`src/sv/ssi_pkg.sv`:
```
// ----------------------------------------------------------------------------
// ssi_pkg
// Widths and types shared by the segment/segment intersection pipeline.
// ----------------------------------------------------------------------------
package ssi_pkg;

    // Coordinate width of every input and output coordinate
    localparam int COORD_WIDTH = 32;
    // Coordinate difference, one bit wider than a coordinate
    localparam int DIFF_W      = COORD_WIDTH + 1;
    // Product of two differences
    localparam int PROD_W      = 2 * DIFF_W;
    // Cross product (difference of two products)
    localparam int CROSS_W     = PROD_W + 1;
    // Magnitude of a cross product
    localparam int MAG_W       = CROSS_W - 1;
    // Magnitude of |t_numer| * |dir|
    localparam int NUM_W       = MAG_W + COORD_WIDTH;
    // Upper part of |t_numer| multiplied separately
    localparam int HI_W        = MAG_W - COORD_WIDTH;

    // Front stages before the divider, then one divider stage per quotient bit,
    // then the output stage
    localparam int FRONT_STAGES = 6;
    localparam int NUM_STAGES   = FRONT_STAGES + COORD_WIDTH + 1;

    typedef logic signed [COORD_WIDTH-1:0] coord_t;
    typedef logic        [COORD_WIDTH-1:0] quo_t;
    typedef logic signed [DIFF_W-1:0]      diff_t;
    typedef logic signed [PROD_W-1:0]      prod_t;
    typedef logic signed [CROSS_W-1:0]     cross_t;
    typedef logic        [MAG_W-1:0]       mag_t;
    typedef logic        [NUM_W-1:0]       num_t;
    typedef logic        [HI_W-1:0]        hi_t;

endpackage

```
`src/sv/ssi_div_stage.sv`:
```
// ----------------------------------------------------------------------------
// ssi_div_stage
// One registered restoring-division step: shifts in the next numerator bit,
// subtracts the divisor when it fits and shifts the quotient bit in.
// ----------------------------------------------------------------------------
module ssi_div_stage
(
    input  logic          clk,
    input  logic          load,
    input  ssi_pkg::mag_t den,
    input  ssi_pkg::mag_t rem_in,
    input  ssi_pkg::quo_t low_in,
    output ssi_pkg::mag_t rem,
    output ssi_pkg::quo_t low
);
    import ssi_pkg::*;

    logic [MAG_W:0] trial;
    logic           fits;
    mag_t           rem_reg;
    mag_t           rem_next;
    quo_t           low_reg;
    quo_t           low_next;

    // Form the trial remainder and take the divisor out when it fits
    always_comb
    begin
        trial    = {rem_in, low_in[COORD_WIDTH-1]};
        fits     = (trial >= {1'b0, den});
        rem_next = fits ? MAG_W'(trial - {1'b0, den}) : trial[MAG_W-1:0];
        low_next = {low_in[COORD_WIDTH-2:0], fits};
    end

    // Hold the step result until the stage advances
    always_ff @(posedge clk)
    begin
        if (load)
        begin
            rem_reg <= rem_next;
            low_reg <= low_next;
        end
    end

    assign rem = rem_reg;
    assign low = low_reg;

endmodule

```
`config.mk`:
```
export PLATFORM = sky130hd
export DESIGN_NAME = ssi_div_stage
export DESIGN_NICKNAME = d
export VERILOG_FILES = /design/src/sv/ssi_pkg.sv /design/src/sv/ssi_div_stage.sv
export SDC_FILE = /design/constraint.sdc
export NUM_CORES = 1
export LEC_CHECK = 0
export BUFFER_PORTS_ARGS = -buffer_cell sky130_fd_sc_hd__buf_4
export CORE_MARGIN = 4
export CORE_UTILIZATION = 49
export DETAILED_ROUTE_END_ITERATION = 6
export PLACE_DENSITY = 0.83
export SLEW_MARGIN = 20
export SYNTH_ARGS = -nofsm -noshare
export SYNTH_HDL_FRONTEND = slang
export SYNTH_SLANG_ARGS = --single-unit
export TNS_END_PERCENT = 10
```
`constraint.sdc`:
```
create_clock -name clk -period 8 [get_ports clk]
set_input_delay 0.8 -clock clk [delete_from_list [all_inputs] [get_ports clk]]
set_output_delay 0.8 -clock clk [all_outputs]
set_load 0.005 [all_outputs]
```
After elaboration in Yosys (flattened, before gate mapping):

Cells that the tools add are included.

* logic and storage cells: 5
* register bits after elaboration: 98
* output and inout port bits: 98
* bits of input ports: 166

* muxes and demuxes: 1
* add/subtract/negate cells: 1
* order comparisons: 1

Operator list (count)
* 67-bit by 66-bit greater-or-equal comparator with 1-bit output: 1
* 66-bit two-way mux: 1
* 66-bit subtractor: 1

Logic depth before layout (Yosys ltp):

Gate-level depths: netlist of run 1.

* depth after elaboration: 2
* gate-level depth with buffers: 15
* mapped depth without buffers: 13

Least setup slack after synthesis of run 1:

OpenSTA, ideal clock, no wires.

* path kind: input-to-reg
* start point: input port low_in[31]
* end point: register rem_reg[64] (netlist: rem[64]) (data pin)
* buffers on the path: 0
* data required time: 7.740 ns
* arrival time: 3.393 ns
* setup slack: 4.347 ns
* stages on the path: 13
* setup time: 0.260 ns
* path through: inv_1 > ha_1 > inv_1 > fa_1 > a211o_1 > a211o_1 > a41oi_2 > o211ai_1 > a31o_1 > a21o_1 > a21oi_1 > xnor2_1 > mux2_4

* word-level cells in the longest chain between the ends: 2
* elaborated cells between the ends (all ways): 3
* classes of those cells: 1 x add/sub; 1 x order compare; 1 x mux

Ends and longest elaborated chain
* start: declaration: line ssi_div_stage.sv:12 `input ssi_pkg::quo_t low_in,`
* 66-bit subtractor or 67-bit by 66-bit greater-or-equal comparator with 1-bit output (tied branches): line ssi_div_stage.sv:30, ssi_div_stage.sv:29
* 66-bit two-way mux (*): line ssi_div_stage.sv:30 `rem_next = fits ? MAG_W'(trial - {1'b0, den}) : trial[MAG_W-1:0];`
* via rem_next[64]: line ssi_div_stage.sv:21 `mag_t rem_next;`
* end signal: assignment: line ssi_div_stage.sv:39 `rem_reg <= rem_next;`
* end: declaration: line ssi_div_stage.sv:20 `mag_t rem_reg;`

The timed path passes the listed nets; every way through them passes the cells marked *.
A chain may end at the register's enable or synchronous reset.

Worst setup path in the final report of run 1:

* start point: input port low_in[31]
* end point: register rem_reg[46] (netlist: rem[46]) (data pin)

Same word-level chain as after synthesis.

==> out/results.txt, run 1 <==
Status: complete, no violations
Mapped Avg Cell Area: 9.75 sq um
Cells after Synth: 883
Post-CTS setup buffers: 0
Detailed router's first-iteration violation count: 484
Vias in the first global route: 7,413
Core Util, Final: 62.9%
GRT Util Overall: 24.6%
CTS tree: done
Slew headroom: 45.6%
Synth Cell Area: 0.00861 sq mm
CP max FO: 4
Post-DR wirelength/cell: 19.0 um
First-pass DRT Iterations: 5
Post-CTS sizing: 0
Antenna fix cells: 0
LEAKAGE: 5.10 nW
Distinct cells, synth: 74
Sequential fraction of the synthesis area: 34.2%
Core footprint: 0.0172 sq mm
Worst slew pin tran: 0.810 ns
Largest net degree at the start of global routing: 64
DIE HEIGHT: 141 um
Clk sinks: 98
Final setup violation count: 0
Post-synth EDFFs: 98
DR vias/cell: 5.64
Critical-path top delay cell: a31oi_1
DIE AREA: 0.0198 sq mm
Placer congestion estimate: 0.901
Maximum VDD drop: 0.000103 V
H-tree depth: 3
CP required: 8.10 ns
CP startpoint kind: input pin
Chip Width: 141 um
Largest register FFs: 66
# rows: 48
Syn. warnings: 0
Num CTS Buffers: 9
Filler instances: 1,448
Clock tree buffer depth: 2
I/O pins: 264
GRT overflow: 0
Max-Cap Viols: 0
First-pass GRT wire length: 38,900 um
Max incr delay on CP: 0.46 ns
Critical path endpoint: rem[46]
RSZ-0062 raised after global routing: false
Post-Route WL: 25,600 um
WHS Path Cells: 1
Synth async-reset ratio: 0%
Crit Path Class: input pin to flop
Yosys reg bits: 98
Hold_sp: low_in[8]
Initial antenna violation count: 0
Initial Utilization: 50.0%
Pwr/cell area: 168 mW/mm^2
Clock slew at reported path FFs: 0.08 ns
Commonest non-fill, non-tap cells in the layout: buf_4, edfxtp_1, inv_1
Routed Antenna Nets: 0
Via count: 7,603
Critical Path Source: low_in[31]
Share of cells above drive strength 1: 32.7%
Classification of the worst-slack hold path: input pin to flop
Final Critical Period: 4.12 ns
DRC viols: 0
Syn nets: 1,116
CP Capture Type: flop
Most common cell after layout, fill and taps aside: buf_4
Fin. Hold Viols: 0
Synth Flop Type: edfxtp_1
Area Growth Syn to Fin: 25.9%
Crit share post-route: 51.5%
Nets: 1,351
Fmax: 0.242 GHz
CP arrival: 4.23 ns
Critical-path cell list: buf_4, inv_1, ha_1, inv_1, fa_1, a211o_1, a211o_1, a41oi_2, o211ai_1, a31oi_1, o21bai_1, a21boi_1, xnor2_1, mux2_4
Port Buffers: 263
TNS Setup: 0 ns
DP HPWL: 20,700 um
Fin. max-slew vios: 0
Root Buffer: clkbuf_16
Hold bufs inserted after CTS: 0
-- per-layer routing --
| layer | track usage [%] | part of all wire [%] | vias up |
|---|---|---|---|
| li1 | - | - | 3702 |
| met1 | 33.2 | 44 | 3535 |
| met2 | 41.1 | 47 | 332 |
| met3 | 4.58 | 7.3 | 34 |
| met4 | 5.71 | 1.7 | 0 |
| met5 | 0 | 0 | - |
-- Yosys cell counts, drive strengths merged (5+ instances only) --
| cell | n | area share (%) |
|---|---|---|
| a21o | 34 | 3.0 |
| xor2 | 23 | 2.3 |
| clkbuf | 13 | 0.58 |
| a211oi | 6 | 0.52 |
| mux2 | 61 | 10 |
| edfxtp | 98 | 34 |
| o21ai | 53 | 3.2 |
| xnor2 | 33 | 3.4 |
| nand2 | 59 | 2.6 |
| buf | 27 | 3.1 |
| nor4 | 5 | 0.36 |
| ha | 66 | 9.6 |
| a31oi | 5 | 0.36 |
| nand3 | 15 | 0.87 |
| or3 | 5 | 0.48 |
| inv | 89 | 4.0 |
| o21bai | 14 | 1.2 |
| and3 | 8 | 0.60 |
| o31ai | 6 | 0.68 |
| o21a | 8 | 0.70 |
| nor2 | 58 | 2.5 |
| nor3 | 15 | 0.87 |
| nand4 | 27 | 2.0 |
| a21oi | 91 | 5.6 |
| o211ai | 7 | 0.61 |
-- how the worst min path moves through the flow --
stage | slack (ns) | endpoint
final | 0.62 | low[9]
after global routing | 0.60 | low[23]
after CTS | 0.61 | low[9]
after global placement | 0.98 | low[29]
after floorplan | 0.90 | low[10]
after detailed placement | 0.98 | low[8]
-- area by class of cell --
cell class / count / area, sq um / share of cell area [%]
flip-flops and latches: 98 / 2940 / 27.1
repair buffers: 264 / 1980 / 18.3
well taps: 225 / 282 / 2.60
inverters: 89 / 347 / 3.20
multi-input cells: 656 / 5000 / 46.1
clock buffers: 9 / 225 / 2.08
clock inverters: 7 / 61.3 / 0.565
-- stage by stage --
step | std cells | instance area [sq um] | hold slack, ns | setup slack (ns) | power (mW)
floorplan | 883 | 8610 | 0.899 | 4.35 | 1.13
finish | 1348 | 10800 | 0.618 | 3.88 | 1.82
detailed placement | 1332 | 10600 | 0.979 | 3.63 | 1.39
global placement | 1332 | 10600 | 0.978 | 3.59 | 1.38
CTS | 1348 | 10800 | 0.608 | 3.98 | 1.83
global route | 1348 | 10800 | 0.601 | 3.76 | 1.92
-- worst max-delay path: cells and delay by family --
family / cells / cell delay (ns)
buffers and inverters: 3 / 0.23
multiplexers: 1 / 0.26
XOR/XNOR: 1 / 0.08
AO/OA/AOI/OAI: 7 / 2.27
adder cells (fa/ha/maj): 2 / 0.57
-- cells by family after synthesis --
group / share of synthesized area [%]
compound gates: 19.6
fa+ha+maj: 9.82
simple gates: 12.1
buf+inv: 7.74
mux: 10.8
flops: 34.2
xor+xnor: 5.70
-- power by group --
group	switching (mW)	internal, mW
sequential	0.0207	0.656
combinational	0.345	0.367
clock	0.219	0.218
total	0.584	1.24
(Power assumes the default switching activity.)
==> run 2: changes to the inputs <==
--- a/config.mk
+++ b/config.mk
@@ -7,9 +7,9 @@
 export LEC_CHECK = 0
 export BUFFER_PORTS_ARGS = -buffer_cell sky130_fd_sc_hd__buf_4
 export CORE_MARGIN = 4
-export CORE_UTILIZATION = 49
+export CORE_UTILIZATION = 48
 export DETAILED_ROUTE_END_ITERATION = 6
-export PLACE_DENSITY = 0.83
+export PLACE_DENSITY = 0.84
 export SLEW_MARGIN = 20
 export SYNTH_ARGS = -nofsm -noshare
 export SYNTH_HDL_FRONTEND = slang
==> constraint.sdc (replaced) <==
create_clock -name clk -period 3.5 [get_ports clk]
set_input_delay 0.35 -clock clk [delete_from_list [all_inputs] [get_ports clk]]
set_output_delay 0.35 -clock clk [all_outputs]
set_load 0.005 [all_outputs]
==> out/results.txt, run 2 (synthesized netlist as in run 1, its figures left out) <==
Crit Path Class: input pin to flop (unchanged)
Post-Layout Cell Count: 1,410 (was 1,348)
CP max FO: 3 (was 4)
Clock slew at reported path FFs: 0.08 ns (about the same)
Switch share: 31.9% (was 32.0%)
RSZ-0062 raised after global routing: false (unchanged)
Flop pwr share: 36.0% (was 37.1%)
Largest register FFs: 66 (unchanged)
Post-Route WL: 26,500 um (was 25,600 um)
Fmax: 0.300 GHz
Placer congestion estimate: 0.982 (was 0.901)
H-tree depth: 3 (unchanged)
GRT Util Overall: 25.1% (was 24.6%)
Core Util, Final: 65.3% (was 62.9%)
Initial Utilization: 49.4% (was 50.0%)
DRC viols: 0 (unchanged)
Commonest non-fill, non-tap cells in the layout: buf_4, edfxtp_1, inv_1 (unchanged)
Design Power: 4.29 mW (was 1.82 mW)
Post-CTS setup buffers: 0 (unchanged)
Via count: 8,053 (was 7,603)
Sequential standard cell area: 0.00294 sq mm (unchanged)
DP Area: 0.0111 sq mm (was 0.0106 sq mm)
Largest net degree at the start of global routing: 70 (was 64)
Root Buffer: clkbuf_16 (unchanged)
First-pass GRT wire length: 40,500 um (was 38,900 um)
Num CTS Buffers: 9 (unchanged)
First-pass DRT Iterations: 7 (was 5)
# rows: 48 (unchanged)
Clk sinks: 98 (unchanged)
DR vias/cell: 5.71 (was 5.64)
Share of cells above drive strength 1: 36.1% (was 32.7%)
Fin. max-slew vios: 0 (unchanged)
Final setup violation count: 0 (unchanged)
GRT overflow: 0 (unchanged)
Vias in the first global route: 7,994 (was 7,413)
Multi-input logic area: 0.00500 sq mm (about the same)
CP arrival: 3.45 ns (was 4.23 ns)
Area Growth Syn to Fin: 32.0% (was 25.9%)
Max-Cap Viols: 0 (unchanged)
Filler instances: 1,428 (was 1,448)
CP required: 3.62 ns (was 8.10 ns)
NetSw: 1.37 mW (was 0.584 mW)
Comb pwr share: 40.5% (was 39.0%)
Nets: 1,412 (was 1,351)
Final instance area: 0.0114 sq mm (was 0.0108 sq mm)
CTS tree: done (unchanged)
Slew headroom: 37.0% (was 45.6%)
Crit share post-route: 95.1%
Final Critical Period: 3.33 ns
Cell internal pwr: 2.92 mW (was 1.24 mW)
Pwr/cell area: 378 mW/mm^2 (was 168 mW/mm^2)
LEAKAGE: 5.42 nW (was 5.10 nW)
Port Buffers: 263 (unchanged)
Detailed router's first-iteration violation count: 668 (was 484)
DIE HEIGHT: 142 um (was 141 um)
Routed Antenna Nets: 0 (unchanged)
Post-DR wirelength/cell: 18.8 um (was 19.0 um)
CP startpoint kind: input pin (unchanged)
Chip Width: 142 um (was 141 um)
Initial antenna violation count: 1 (was 0)
Status: complete, no violations (unchanged)
Maximum VDD drop: 0.000256 V (was 0.000103 V)
Fin. Hold Viols: 0 (unchanged)
Clock power share: 23.5% (was 23.9%)
Core footprint: 0.0174 sq mm (was 0.0172 sq mm)
Worst slew pin tran: 0.946 ns (was 0.810 ns)
Clock tree buffer depth: 2 (unchanged)
Dpl cells: 1,393 (was 1,332)
Pre-CTS setup slack: -0.106 ns (was 3.63 ns)
Most common cell after layout, fill and taps aside: buf_4 (unchanged)
Hold bufs inserted after CTS: 0 (unchanged)
Setup ws final: 0.171 ns (was 3.88 ns)
I/O pins: 264 (unchanged)
Classification of the worst-slack hold path: input pin to flop (unchanged)
DIE AREA: 0.0201 sq mm (was 0.0198 sq mm)
CP Capture Type: flop (unchanged)
DP HPWL: 21,400 um (was 20,700 um)
==> run 2: cell count changes in the layout (fill, tap and decap cells not counted), sizes merged <==
cell / previous run / this run
clkbuf: 9 / 10
buf: 264 / 325
diode: 0 / 1
inv: 92 / 93
clkinv: 4 / 2
==> run 2: final cells by class <==
| class | count | share of cell area (%) |
|---|---|---|
| Antenna cell | 1 | 0.0220 |
| Clock buffer | 10 | 2.01 |
| Clock inverter | 6 | 0.506 |
| Inverter | 89 | 3.05 |
| Multi-Input combinational cell | 656 | 44.0 |
| Sequential cell | 98 | 25.9 |
| Tap cell | 225 | 2.48 |
| Timing Repair Buffer | 325 | 22.0 |
==> run 2: worst paths after layout <==
path | cells past startpoint | endpoint | from
worst max-delay path | 14 | rem[58] | low_in[31]
worst min-delay path | 1 | low[25] | low_in[24]
==> run 2: layer usage <==
metal	part of all wire (%)	global-route usage [%]
met1	41	31.4
met4	3.1	9.39
met2	47	42.3
met3	9.2	5.75
met5	0	0
==> run 2: timing repair <==
action,in CTS,in global routing
endpoints found under the setup margin,0,2
resized for setup,0,1
hold endpoints to repair,0,0
==> run 2: critical path, stage by stage <==
cell     delay, ns
buf_4         0.11
inv_1         0.05
ha_1          0.16
inv_1         0.06
fa_1          0.39
a211o_1       0.33
a211o_1       0.34
and3_1        0.17
o21ai_0       0.36
a221o_1       0.27
nand4_1       0.19
a31oi_1       0.28
xnor2_1       0.11
mux2_4        0.26
==> run 2: power by group through the flow <==
stage / combinational (mW) / clock, mW / sequential [mW]
6_report: 1.74 / 1.01 / 1.55
5_1_grt: 1.87 / 1.07 / 1.56
4_1_cts: 1.72 / 1.02 / 1.55
3_5_place_dp: 1.71 / 0 / 1.57
3_3_place_gp: 1.66 / 0 / 1.57
2_1_floorplan: 0.988 / 0 / 1.59
==> run 2: stage by stage <==
stage	hold WS, ns	setup TNS (ns)
finish	0.159	0
global route	0.153	0
CTS	0.152	0
detailed placement	0.529	-0.419
global placement	0.528	-0.0701
floorplan	0.449	0
